$ cat config.mk
export PLATFORM = sky130hd
export DESIGN_NAME = weekend_day_enumerator
export DESIGN_NICKNAME = d
export VERILOG_FILES = /design/src/rtl/core/wde_pkg.sv /design/src/rtl/core/wde_ctrl.sv /design/src/rtl/core/wde_dp.sv /design/src/rtl/core/weekend_day_enumerator.sv
export SDC_FILE = /design/constraint.sdc
export NUM_CORES = 1
export LEC_CHECK = 0
export ABC_AREA = 1
export BUFFER_PORTS_ARGS = -buffer_cell sky130_fd_sc_hd__buf_2
export CORE_MARGIN = 5
export CORE_UTILIZATION = 35
export CTS_CLUSTER_SIZE = 10
export DETAILED_ROUTE_END_ITERATION = 8
export PLACE_DENSITY_LB_ADDON = 0.3
export SLEW_MARGIN = 0
export SYNTH_ARGS = -nofsm -noshare
export SYNTH_HDL_FRONTEND = slang
export SYNTH_SLANG_ARGS = --single-unit
$ cat constraint.sdc
create_clock -name aclk -period 16.1 [get_ports aclk]
set_clock_uncertainty 0.15 [all_clocks]
set_input_delay 0 -clock aclk [delete_from_list [all_inputs] [get_ports aclk]]
set_output_delay 0 -clock aclk [all_outputs]
set_load 0.02 [all_outputs]
$ cat src/rtl/core/wde_pkg.sv
// shared types, constants and calendar tables for the weekend day enumerator
package wde_pkg;

    localparam int YEAR_W  = 14;
    localparam int MONTH_W = 4;
    localparam int DAY_W   = 5;
    localparam int WD_W    = 3;
    localparam int B_W     = 15;
    localparam int Q_W     = 8;
    localparam int K_W     = 16;
    localparam int PROD_W  = B_W + K_W;

    // reciprocal constants: floor(x / 100) = (x * K100) >> 21, floor(x / 7) = (x * K7) >> 18
    localparam logic [K_W-1:0] K100       = 16'd20972;
    localparam int             SHIFT100   = 21;
    localparam logic [K_W-1:0] K7         = 16'd37450;
    localparam int             SHIFT7     = 18;
    localparam int             Q7_W       = 12;

    localparam logic [B_W-1:0]     YEAR_BIAS = 15'd400;
    localparam logic [MONTH_W-1:0] MONTH_FEB = 4'd2;
    localparam logic [MONTH_W-1:0] MONTH_MAR = 4'd3;
    localparam logic [MONTH_W-1:0] MONTH_DEC = 4'd12;
    localparam logic [WD_W-1:0]    WD_SUN    = 3'd0;
    localparam logic [WD_W-1:0]    WD_SAT    = 3'd6;

    typedef struct packed {
        logic [YEAR_W-1:0]  year;
        logic [MONTH_W-1:0] month;
    } in_item_t;

    typedef struct packed {
        logic [DAY_W-1:0] day;
        logic [WD_W-1:0]  weekday;
        logic [DAY_W-1:0] month_length;
        logic             bad_month;
        logic             last;
    } out_item_t;

    typedef enum logic [2:0] {
        ST_IDLE,
        ST_DIV_YEAR,
        ST_DIV_BASE,
        ST_SUM,
        ST_MOD,
        ST_SCAN,
        ST_BAD
    } state_t;

    // controller to datapath
    typedef struct packed {
        logic load;
        logic div_year;
        logic div_base;
        logic sum;
        logic mod7;
        logic scan_step;
        logic emit_bad;
    } cmd_t;

    // datapath to controller
    typedef struct packed {
        logic bad_month;
        logic weekend;
        logic last_day;
        logic out_free;
    } status_t;

    // days in a month outside february
    function automatic logic [DAY_W-1:0] base_len(input logic [MONTH_W-1:0] month);
        logic [DAY_W-1:0] len;
        case (month)
            4'd4, 4'd6, 4'd9, 4'd11: len = 5'd30;
            4'd2:                    len = 5'd28;
            default:                 len = 5'd31;
        endcase
        return len;
    endfunction

    // floor(31 * shifted_month / 12), shifted so that march is 1
    function automatic logic [DAY_W-1:0] month_offset(input logic [MONTH_W-1:0] month);
        logic [DAY_W-1:0] off;
        case (month)
            4'd1:    off = 5'd28;
            4'd2:    off = 5'd31;
            4'd3:    off = 5'd2;
            4'd4:    off = 5'd5;
            4'd5:    off = 5'd7;
            4'd6:    off = 5'd10;
            4'd7:    off = 5'd12;
            4'd8:    off = 5'd15;
            4'd9:    off = 5'd18;
            4'd10:   off = 5'd20;
            4'd11:   off = 5'd23;
            4'd12:   off = 5'd25;
            default: off = 5'd0;
        endcase
        return off;
    endfunction

endpackage

$ cat src/rtl/core/wde_ctrl.sv
// controller state machine sequencing setup, day scan and bad-month result
module wde_ctrl
    import wde_pkg::*;
(
    input  logic    aclk,
    input  logic    aresetn,
    input  logic    s_valid,
    output logic    s_ready,
    input  status_t status,
    output cmd_t    cmd
);

    state_t state_reg, state_next;

    // state register
    always_ff @(posedge aclk) begin
        if (!aresetn) begin
            state_reg <= ST_IDLE;
        end else begin
            state_reg <= state_next;
        end
    end

    // next state and commands
    always_comb begin
        state_next = state_reg;
        cmd        = '0;
        s_ready    = 1'b0;
        unique case (state_reg)
            ST_IDLE: begin
                s_ready = 1'b1;
                if (s_valid) begin
                    cmd.load   = 1'b1;
                    state_next = ST_DIV_YEAR;
                end
            end
            ST_DIV_YEAR: begin
                cmd.div_year = 1'b1;
                state_next   = status.bad_month ? ST_BAD : ST_DIV_BASE;
            end
            ST_DIV_BASE: begin
                cmd.div_base = 1'b1;
                state_next   = ST_SUM;
            end
            ST_SUM: begin
                cmd.sum    = 1'b1;
                state_next = ST_MOD;
            end
            ST_MOD: begin
                cmd.mod7   = 1'b1;
                state_next = ST_SCAN;
            end
            ST_SCAN: begin
                // a weekend day waits for a free output slot
                if (!status.weekend || status.out_free) begin
                    cmd.scan_step = 1'b1;
                    if (status.last_day) begin
                        state_next = ST_IDLE;
                    end
                end
            end
            ST_BAD: begin
                if (status.out_free) begin
                    cmd.emit_bad = 1'b1;
                    state_next   = ST_IDLE;
                end
            end
            default: begin
                state_next = ST_IDLE;
            end
        endcase
    end

endmodule

$ cat src/rtl/core/wde_dp.sv
// datapath: weekday arithmetic, day counter and output register
module wde_dp
    import wde_pkg::*;
(
    input  logic      aclk,
    input  logic      aresetn,
    input  logic      cfg_wr_en,
    input  logic      cfg_wr_data,
    input  in_item_t  s_data,
    input  cmd_t      cmd,
    output status_t   status,
    output logic      m_valid,
    input  logic      m_ready,
    output out_item_t m_data
);

    logic [YEAR_W-1:0]  year_reg;
    logic [MONTH_W-1:0] month_reg;
    logic [B_W-1:0]     b_reg;
    logic [Q_W-1:0]     qy_reg;
    logic [Q_W-1:0]     qb_reg;
    logic [B_W-1:0]     sum_reg;
    logic [DAY_W-1:0]   len_reg;
    logic [DAY_W-1:0]   day_reg;
    logic [WD_W-1:0]    wd_reg;
    logic               wsm_reg;
    logic               m_valid_reg, m_valid_next;
    out_item_t          m_data_reg;

    logic               early;
    logic [B_W-1:0]     mul_a;
    logic [K_W-1:0]     mul_k;
    logic [PROD_W-1:0]  prod;
    logic [Q7_W-1:0]    q7;
    logic [WD_W-1:0]    wd_first;
    logic [6:0]         y_rem100;
    logic               div100, leap;
    logic [DAY_W-1:0]   len_calc;
    logic [B_W-1:0]     sum_calc;
    logic               weekend, last_day, last_weekend, out_free;
    logic [DAY_W:0]     next_sunday_plus;
    logic [WD_W-1:0]    shown;

    // configuration register
    always_ff @(posedge aclk) begin
        if (!aresetn) begin
            wsm_reg <= 1'b0;
        end else if (cfg_wr_en) begin
            wsm_reg <= cfg_wr_data;
        end
    end

    // january and february count as months of the previous year
    assign early = (s_data.month < MONTH_MAR);

    // shared reciprocal multiplier for the divisions by 100 and by 7
    always_comb begin
        mul_a = b_reg;
        mul_k = K100;
        if (cmd.div_year) begin
            mul_a = B_W'(year_reg);
        end else if (cmd.mod7) begin
            mul_a = sum_reg;
            mul_k = K7;
        end
    end
    assign prod = PROD_W'(mul_a) * PROD_W'(mul_k);
    assign q7   = prod[SHIFT7 +: Q7_W];

    // remainder mod 7 only needs the low three bits
    assign wd_first = sum_reg[WD_W-1:0] - WD_W'(q7 * 3'd7);

    // leap year and month length
    assign y_rem100 = 7'(year_reg - YEAR_W'(qy_reg) * YEAR_W'(100));
    assign div100   = (y_rem100 == 7'd0);
    assign leap     = div100 ? (qy_reg[1:0] == 2'd0) : (year_reg[1:0] == 2'd0);
    assign len_calc = (month_reg == MONTH_FEB) ? (leap ? 5'd29 : 5'd28) : base_len(month_reg);

    // weekday sum for the first of the month
    assign sum_calc = B_W'(1) + B_W'(month_offset(month_reg)) + b_reg + (b_reg >> 2)
                    - B_W'(qb_reg) + B_W'(qb_reg >> 2);

    // scan status
    assign weekend          = (wd_reg == WD_SUN) || (wd_reg == WD_SAT);
    assign last_day         = (day_reg == len_reg);
    assign next_sunday_plus = {1'b0, day_reg} + 6'd6;
    assign last_weekend     = (wd_reg == WD_SAT) ? last_day
                                                 : (next_sunday_plus > {1'b0, len_reg});
    assign shown            = (wsm_reg) ? ((wd_reg == WD_SUN) ? 3'd6 : wd_reg - 3'd1) : wd_reg;
    assign out_free         = !m_valid_reg || m_ready;

    assign status.bad_month = (month_reg == '0) || (month_reg > MONTH_DEC);
    assign status.weekend   = weekend;
    assign status.last_day  = last_day;
    assign status.out_free  = out_free;

    // setup and scan registers
    always_ff @(posedge aclk) begin
        if (cmd.load) begin
            year_reg  <= s_data.year;
            month_reg <= s_data.month;
            b_reg     <= B_W'(s_data.year) + YEAR_BIAS - B_W'(early);
        end
        if (cmd.div_year) begin
            qy_reg <= prod[SHIFT100 +: Q_W];
        end
        if (cmd.div_base) begin
            qb_reg <= prod[SHIFT100 +: Q_W];
        end
        if (cmd.sum) begin
            sum_reg <= sum_calc;
            len_reg <= len_calc;
        end
        if (cmd.mod7) begin
            day_reg <= 5'd1;
            wd_reg  <= wd_first;
        end else if (cmd.scan_step) begin
            day_reg <= day_reg + 5'd1;
            wd_reg  <= (wd_reg == WD_SAT) ? WD_SUN : wd_reg + 3'd1;
        end
    end

    // output register valid
    always_comb begin
        m_valid_next = m_valid_reg;
        if ((cmd.scan_step && weekend) || cmd.emit_bad) begin
            m_valid_next = 1'b1;
        end else if (m_ready) begin
            m_valid_next = 1'b0;
        end
    end

    always_ff @(posedge aclk) begin
        if (!aresetn) begin
            m_valid_reg <= 1'b0;
        end else begin
            m_valid_reg <= m_valid_next;
        end
    end

    // output register payload
    always_ff @(posedge aclk) begin
        if (cmd.emit_bad) begin
            m_data_reg <= '{day: '0, weekday: '0, month_length: '0, bad_month: 1'b1,
                            last: 1'b1};
        end else if (cmd.scan_step && weekend) begin
            m_data_reg <= '{day: day_reg, weekday: shown, month_length: len_reg,
                            bad_month: 1'b0, last: last_weekend};
        end
    end

    assign m_valid = m_valid_reg;
    assign m_data  = m_data_reg;

    // a bad-month result is always the only one
    a_bad_is_last: assert property (@(posedge aclk) disable iff (!aresetn)
        m_valid_reg && m_data_reg.bad_month |-> m_data_reg.last)
        else $error("bad-month result without last flag");

    // scan never runs past the month end and the weekday stays in range
    a_scan_range: assert property (@(posedge aclk) disable iff (!aresetn)
        cmd.scan_step |-> (day_reg <= len_reg) && (wd_reg <= WD_SAT) && (len_reg >= 5'd28))
        else $error("day scan out of range");

    // a weekend step always leaves a result in the output register
    a_weekend_emits: assert property (@(posedge aclk) disable iff (!aresetn)
        cmd.scan_step && weekend |=> m_valid_reg && !m_data_reg.bad_month)
        else $error("weekend day not captured");

    // the scan only overwrites the output register when it is free
    a_no_overwrite: assert property (@(posedge aclk) disable iff (!aresetn)
        (cmd.scan_step && weekend) || cmd.emit_bad |-> out_free)
        else $error("pending result overwritten");

endmodule

$ cat src/rtl/core/weekend_day_enumerator.sv
// top level of the weekend day enumerator: controller plus datapath
//
//  channel   direction  handshake           payload
//  s_        in         s_valid / s_ready   in_item_t  {year, month}
//  m_        out        m_valid / m_ready   out_item_t {day, weekday, month_length,
//                                                       bad_month, last}
//  cfg_      in         cfg_wr_en           cfg_wr_data (week_starts_monday)
//
// a valid month runs four setup steps (year divide, base divide, sum, mod 7), three
// of them through the shared reciprocal multiplier, then scans one day per cycle when not paused
// a bad month gives one result
// the scan pauses on a weekend day while the output register holds an untaken result
// reset is synchronous and active low; it clears the controller, output valid
// and the configuration bit
module weekend_day_enumerator
    import wde_pkg::*;
(
    input  logic      aclk,
    input  logic      aresetn,
    input  logic      cfg_wr_en,
    input  logic      cfg_wr_data,
    input  logic      s_valid,
    output logic      s_ready,
    input  in_item_t  s_data,
    output logic      m_valid,
    input  logic      m_ready,
    output out_item_t m_data
);

    cmd_t    cmd;
    status_t status;

    // sequencing
    wde_ctrl u_ctrl (
        .aclk    (aclk),
        .aresetn (aresetn),
        .s_valid (s_valid),
        .s_ready (s_ready),
        .status  (status),
        .cmd     (cmd)
    );

    // arithmetic and output register
    wde_dp u_dp (
        .aclk        (aclk),
        .aresetn     (aresetn),
        .cfg_wr_en   (cfg_wr_en),
        .cfg_wr_data (cfg_wr_data),
        .s_data      (s_data),
        .cmd         (cmd),
        .status      (status),
        .m_valid     (m_valid),
        .m_ready     (m_ready),
        .m_data      (m_data)
    );

endmodule
==> run summary <==
Dpl hpwl - 24700 um
Initial antenna violation count - 0
Crit path largest cell delay - 0.55 ns
Crit. End Element - flip-flop
Number of buffers created by CTS - 9
Post-synth EDFFs - 66
P&R area growth vs syn - 9.91%
CP required - 16.07 ns
Post-Syn Area per Cell - 8.36 um2
RR Endpoint - u_dp.wd_reg[2]$_DFFE_PP_
WHS Endpoint - u_dp.year_reg[4]$_DFFE_PP_
Post-synth top area share - 20.3%
Layout cells sized above 1 - 7.17%
Cell mode on critical path - nand2_1
Global route total overflow - 0
Fin Hold WS - 0.224 ns
Period utilisation layout - 50.5%
Endpoints failing hold - 0
Hold Path Class - primary input to flip-flop
Drt first pass iters - 5
Port buffer count - 40
Worst-path fanout max - 31
Max Cap Viol - 0
Max-slew headroom - 39.4%
Worst-Margin Slew - 0.906 ns
Core ar. - 34500 um2
Async set or reset register ratio after synthesis - 0%
# setup viols final - 0
CTS tree - built
Synth warn - 0
Seq cells post-synth - 94
CP max stage cell - fa_1
Most common cell after layout, fill and taps aside - inv_1
Hold path start - s_data[8]
CTS clk-pin slew, worst paths - 0.08 ns
Via count of the first global-routing pass - 9418
Post-route ant nets - 0
Flop2flop setup slack - 7.98 ns
Drt total wl - 28400 um
F_max - 123 MHz
Top_reg_cell synth - edfxtp_1
# diodes - 0
Worst setup SP type - flip-flop
Top-Level Pins - 41
Worst r2r path cells - 36
Gr usage total - 15.2%
Mapped cell area - 12200 um2
Hold Path Depth - 2
Starting DRT DRC Count - 513
Setup tns final - 0 ns
# H-tree levels - 3
RR Startpoint - u_ctrl.state_reg[0]$_SDFFE_PN0P_
Cell taking the most area after synthesis - ha_1
Critical path buffers and inverters - 9
Commonest cells after routing, fill and taps aside - inv_1, nand2_1, ha_1, fa_1, nor2_1
Largest net degree at the start of global routing - 32
CTS sink cnt - 94
Unrepaired setup endpoints after global routing - false
Final Wtd Congestion - 0.945
Via density - 4.65
Outcome - finished clean
Crit path kind - flip-flop to flip-flop
Clk_lat worst skew - 0.36 ns
Vias - 9186
Main area contributors after synthesis - ha_1, fa_1, edfxtp_1, inv_1, nand2_1
Root buf cell - clkbuf_16
Post-CTS setup buffers - 0
Nets - 1854
Register area share after synthesis - 20.9%
DRC - 0
Clk buf depth - 2
Crit path max-delay family - adder cells
Initial Utilization - 35.3%
Post-synthesis cell type count - 48
Worst setup path start - u_ctrl.state_reg[0]$_SDFFE_PN0P_
CTS resizes - 0
Arrival time worst endpoint - 8.10 ns
Post-Synthesis Cells - 1455
Die height - 196 um
Min Tclk post-route - 8.12 ns
Pins Over Slew Limit - 0
Cell row count - 68
First-pass GRT wire length - 47000 um
Die width - 196 um
Mapped Nets - 1793
Die area - 38600 um2
DR WL/cell - 14.4 um
[stage by stage]
stage | setup slack, ns | area (um2) | utilization (%) | instances
2_1_floorplan | 9.18 | 12200 | - | 1455
3_3_place_gp | 8.14 | 12800 | 37.2 | 1936
3_5_place_dp | 7.96 | 12800 | 37.2 | 1936
4_1_cts | 7.95 | 13400 | 38.8 | 1976
5_1_grt | 7.35 | 13400 | 38.8 | 1976
6_report | 7.98 | 13400 | 38.8 | 1976
[synth_stat cells, types with 2 or more instances]
master / n
inv_1: 347
nand2_1: 276
ha_1: 197
fa_1: 117
nor2_1: 80
nand3_1: 74
a21oi_1: 67
edfxtp_1: 66
o21ai_0: 36
xor2_1: 30
dfxtp_1: 28
xnor2_1: 13
nand4_1: 11
o21ai_2: 10
nand2_2: 8
nor3_1: 8
inv_2: 7
nand3b_1: 7
o21ai_1: 7
a31oi_1: 5
buf_4: 5
clkbuf_1: 5
o21bai_1: 5
or2_2: 5
buf_6: 4
nor2_2: 4
a21oi_4: 3
buf_2: 3
a21oi_2: 2
and3_1: 2
conb_1: 2
nand3_2: 2
o211ai_1: 2
o211ai_2: 2
o22ai_1: 2
[worst max path at each step]
stage	to	slack [ns]	cells after the start
after floorplan	u_dp.wd_reg[2]$_DFFE_PP_	9.18	34
after global placement	u_dp.wd_reg[2]$_DFFE_PP_	8.14	34
after detailed placement	u_dp.wd_reg[2]$_DFFE_PP_	7.96	36
after CTS	u_dp.wd_reg[2]$_DFFE_PP_	7.95	36
after global routing	u_dp.wd_reg[2]$_DFFE_PP_	7.35	36
final	u_dp.wd_reg[2]$_DFFE_PP_	7.98	36
[logic make-up after synthesis]
family	Yosys count	share of synthesized area, %
fa+ha+maj	314	39.5
xor+xnor	43	3.10
compound gates	146	7.21
simple gates	482	16.9
flops	94	20.9
buf+inv	374	12.2
other cells	2	0.0618
[repair_timing]
item	in CTS	in global routing
hold endpoints to repair	34	0
hold buffers	24	0
endpoints found under the setup margin	0	0
[routing by layer]
metal	wire [um]	track usage (%)	vias up	share of wire [%]
li1	-	-	4681	-
met1	14100	21.9	4363	50
met2	12900	24.9	118	46
met3	773	1.20	24	2.7
met4	519	3.57	0	1.8
met5	0	0	-	0
[cell type report]
cell class                 count  area (um2)
clock buffer                  10         250
tap                          455         569
fill                        3545       21100
clock inverter                 6        46.3
timing repair buffer          68         470
sequential                    94        2540
inverter                     356        1350
multi-input combinational    987        8130
Power is not shown: default switching activity piles up to over one toggle a cycle in this logic, so the estimate is an artifact.
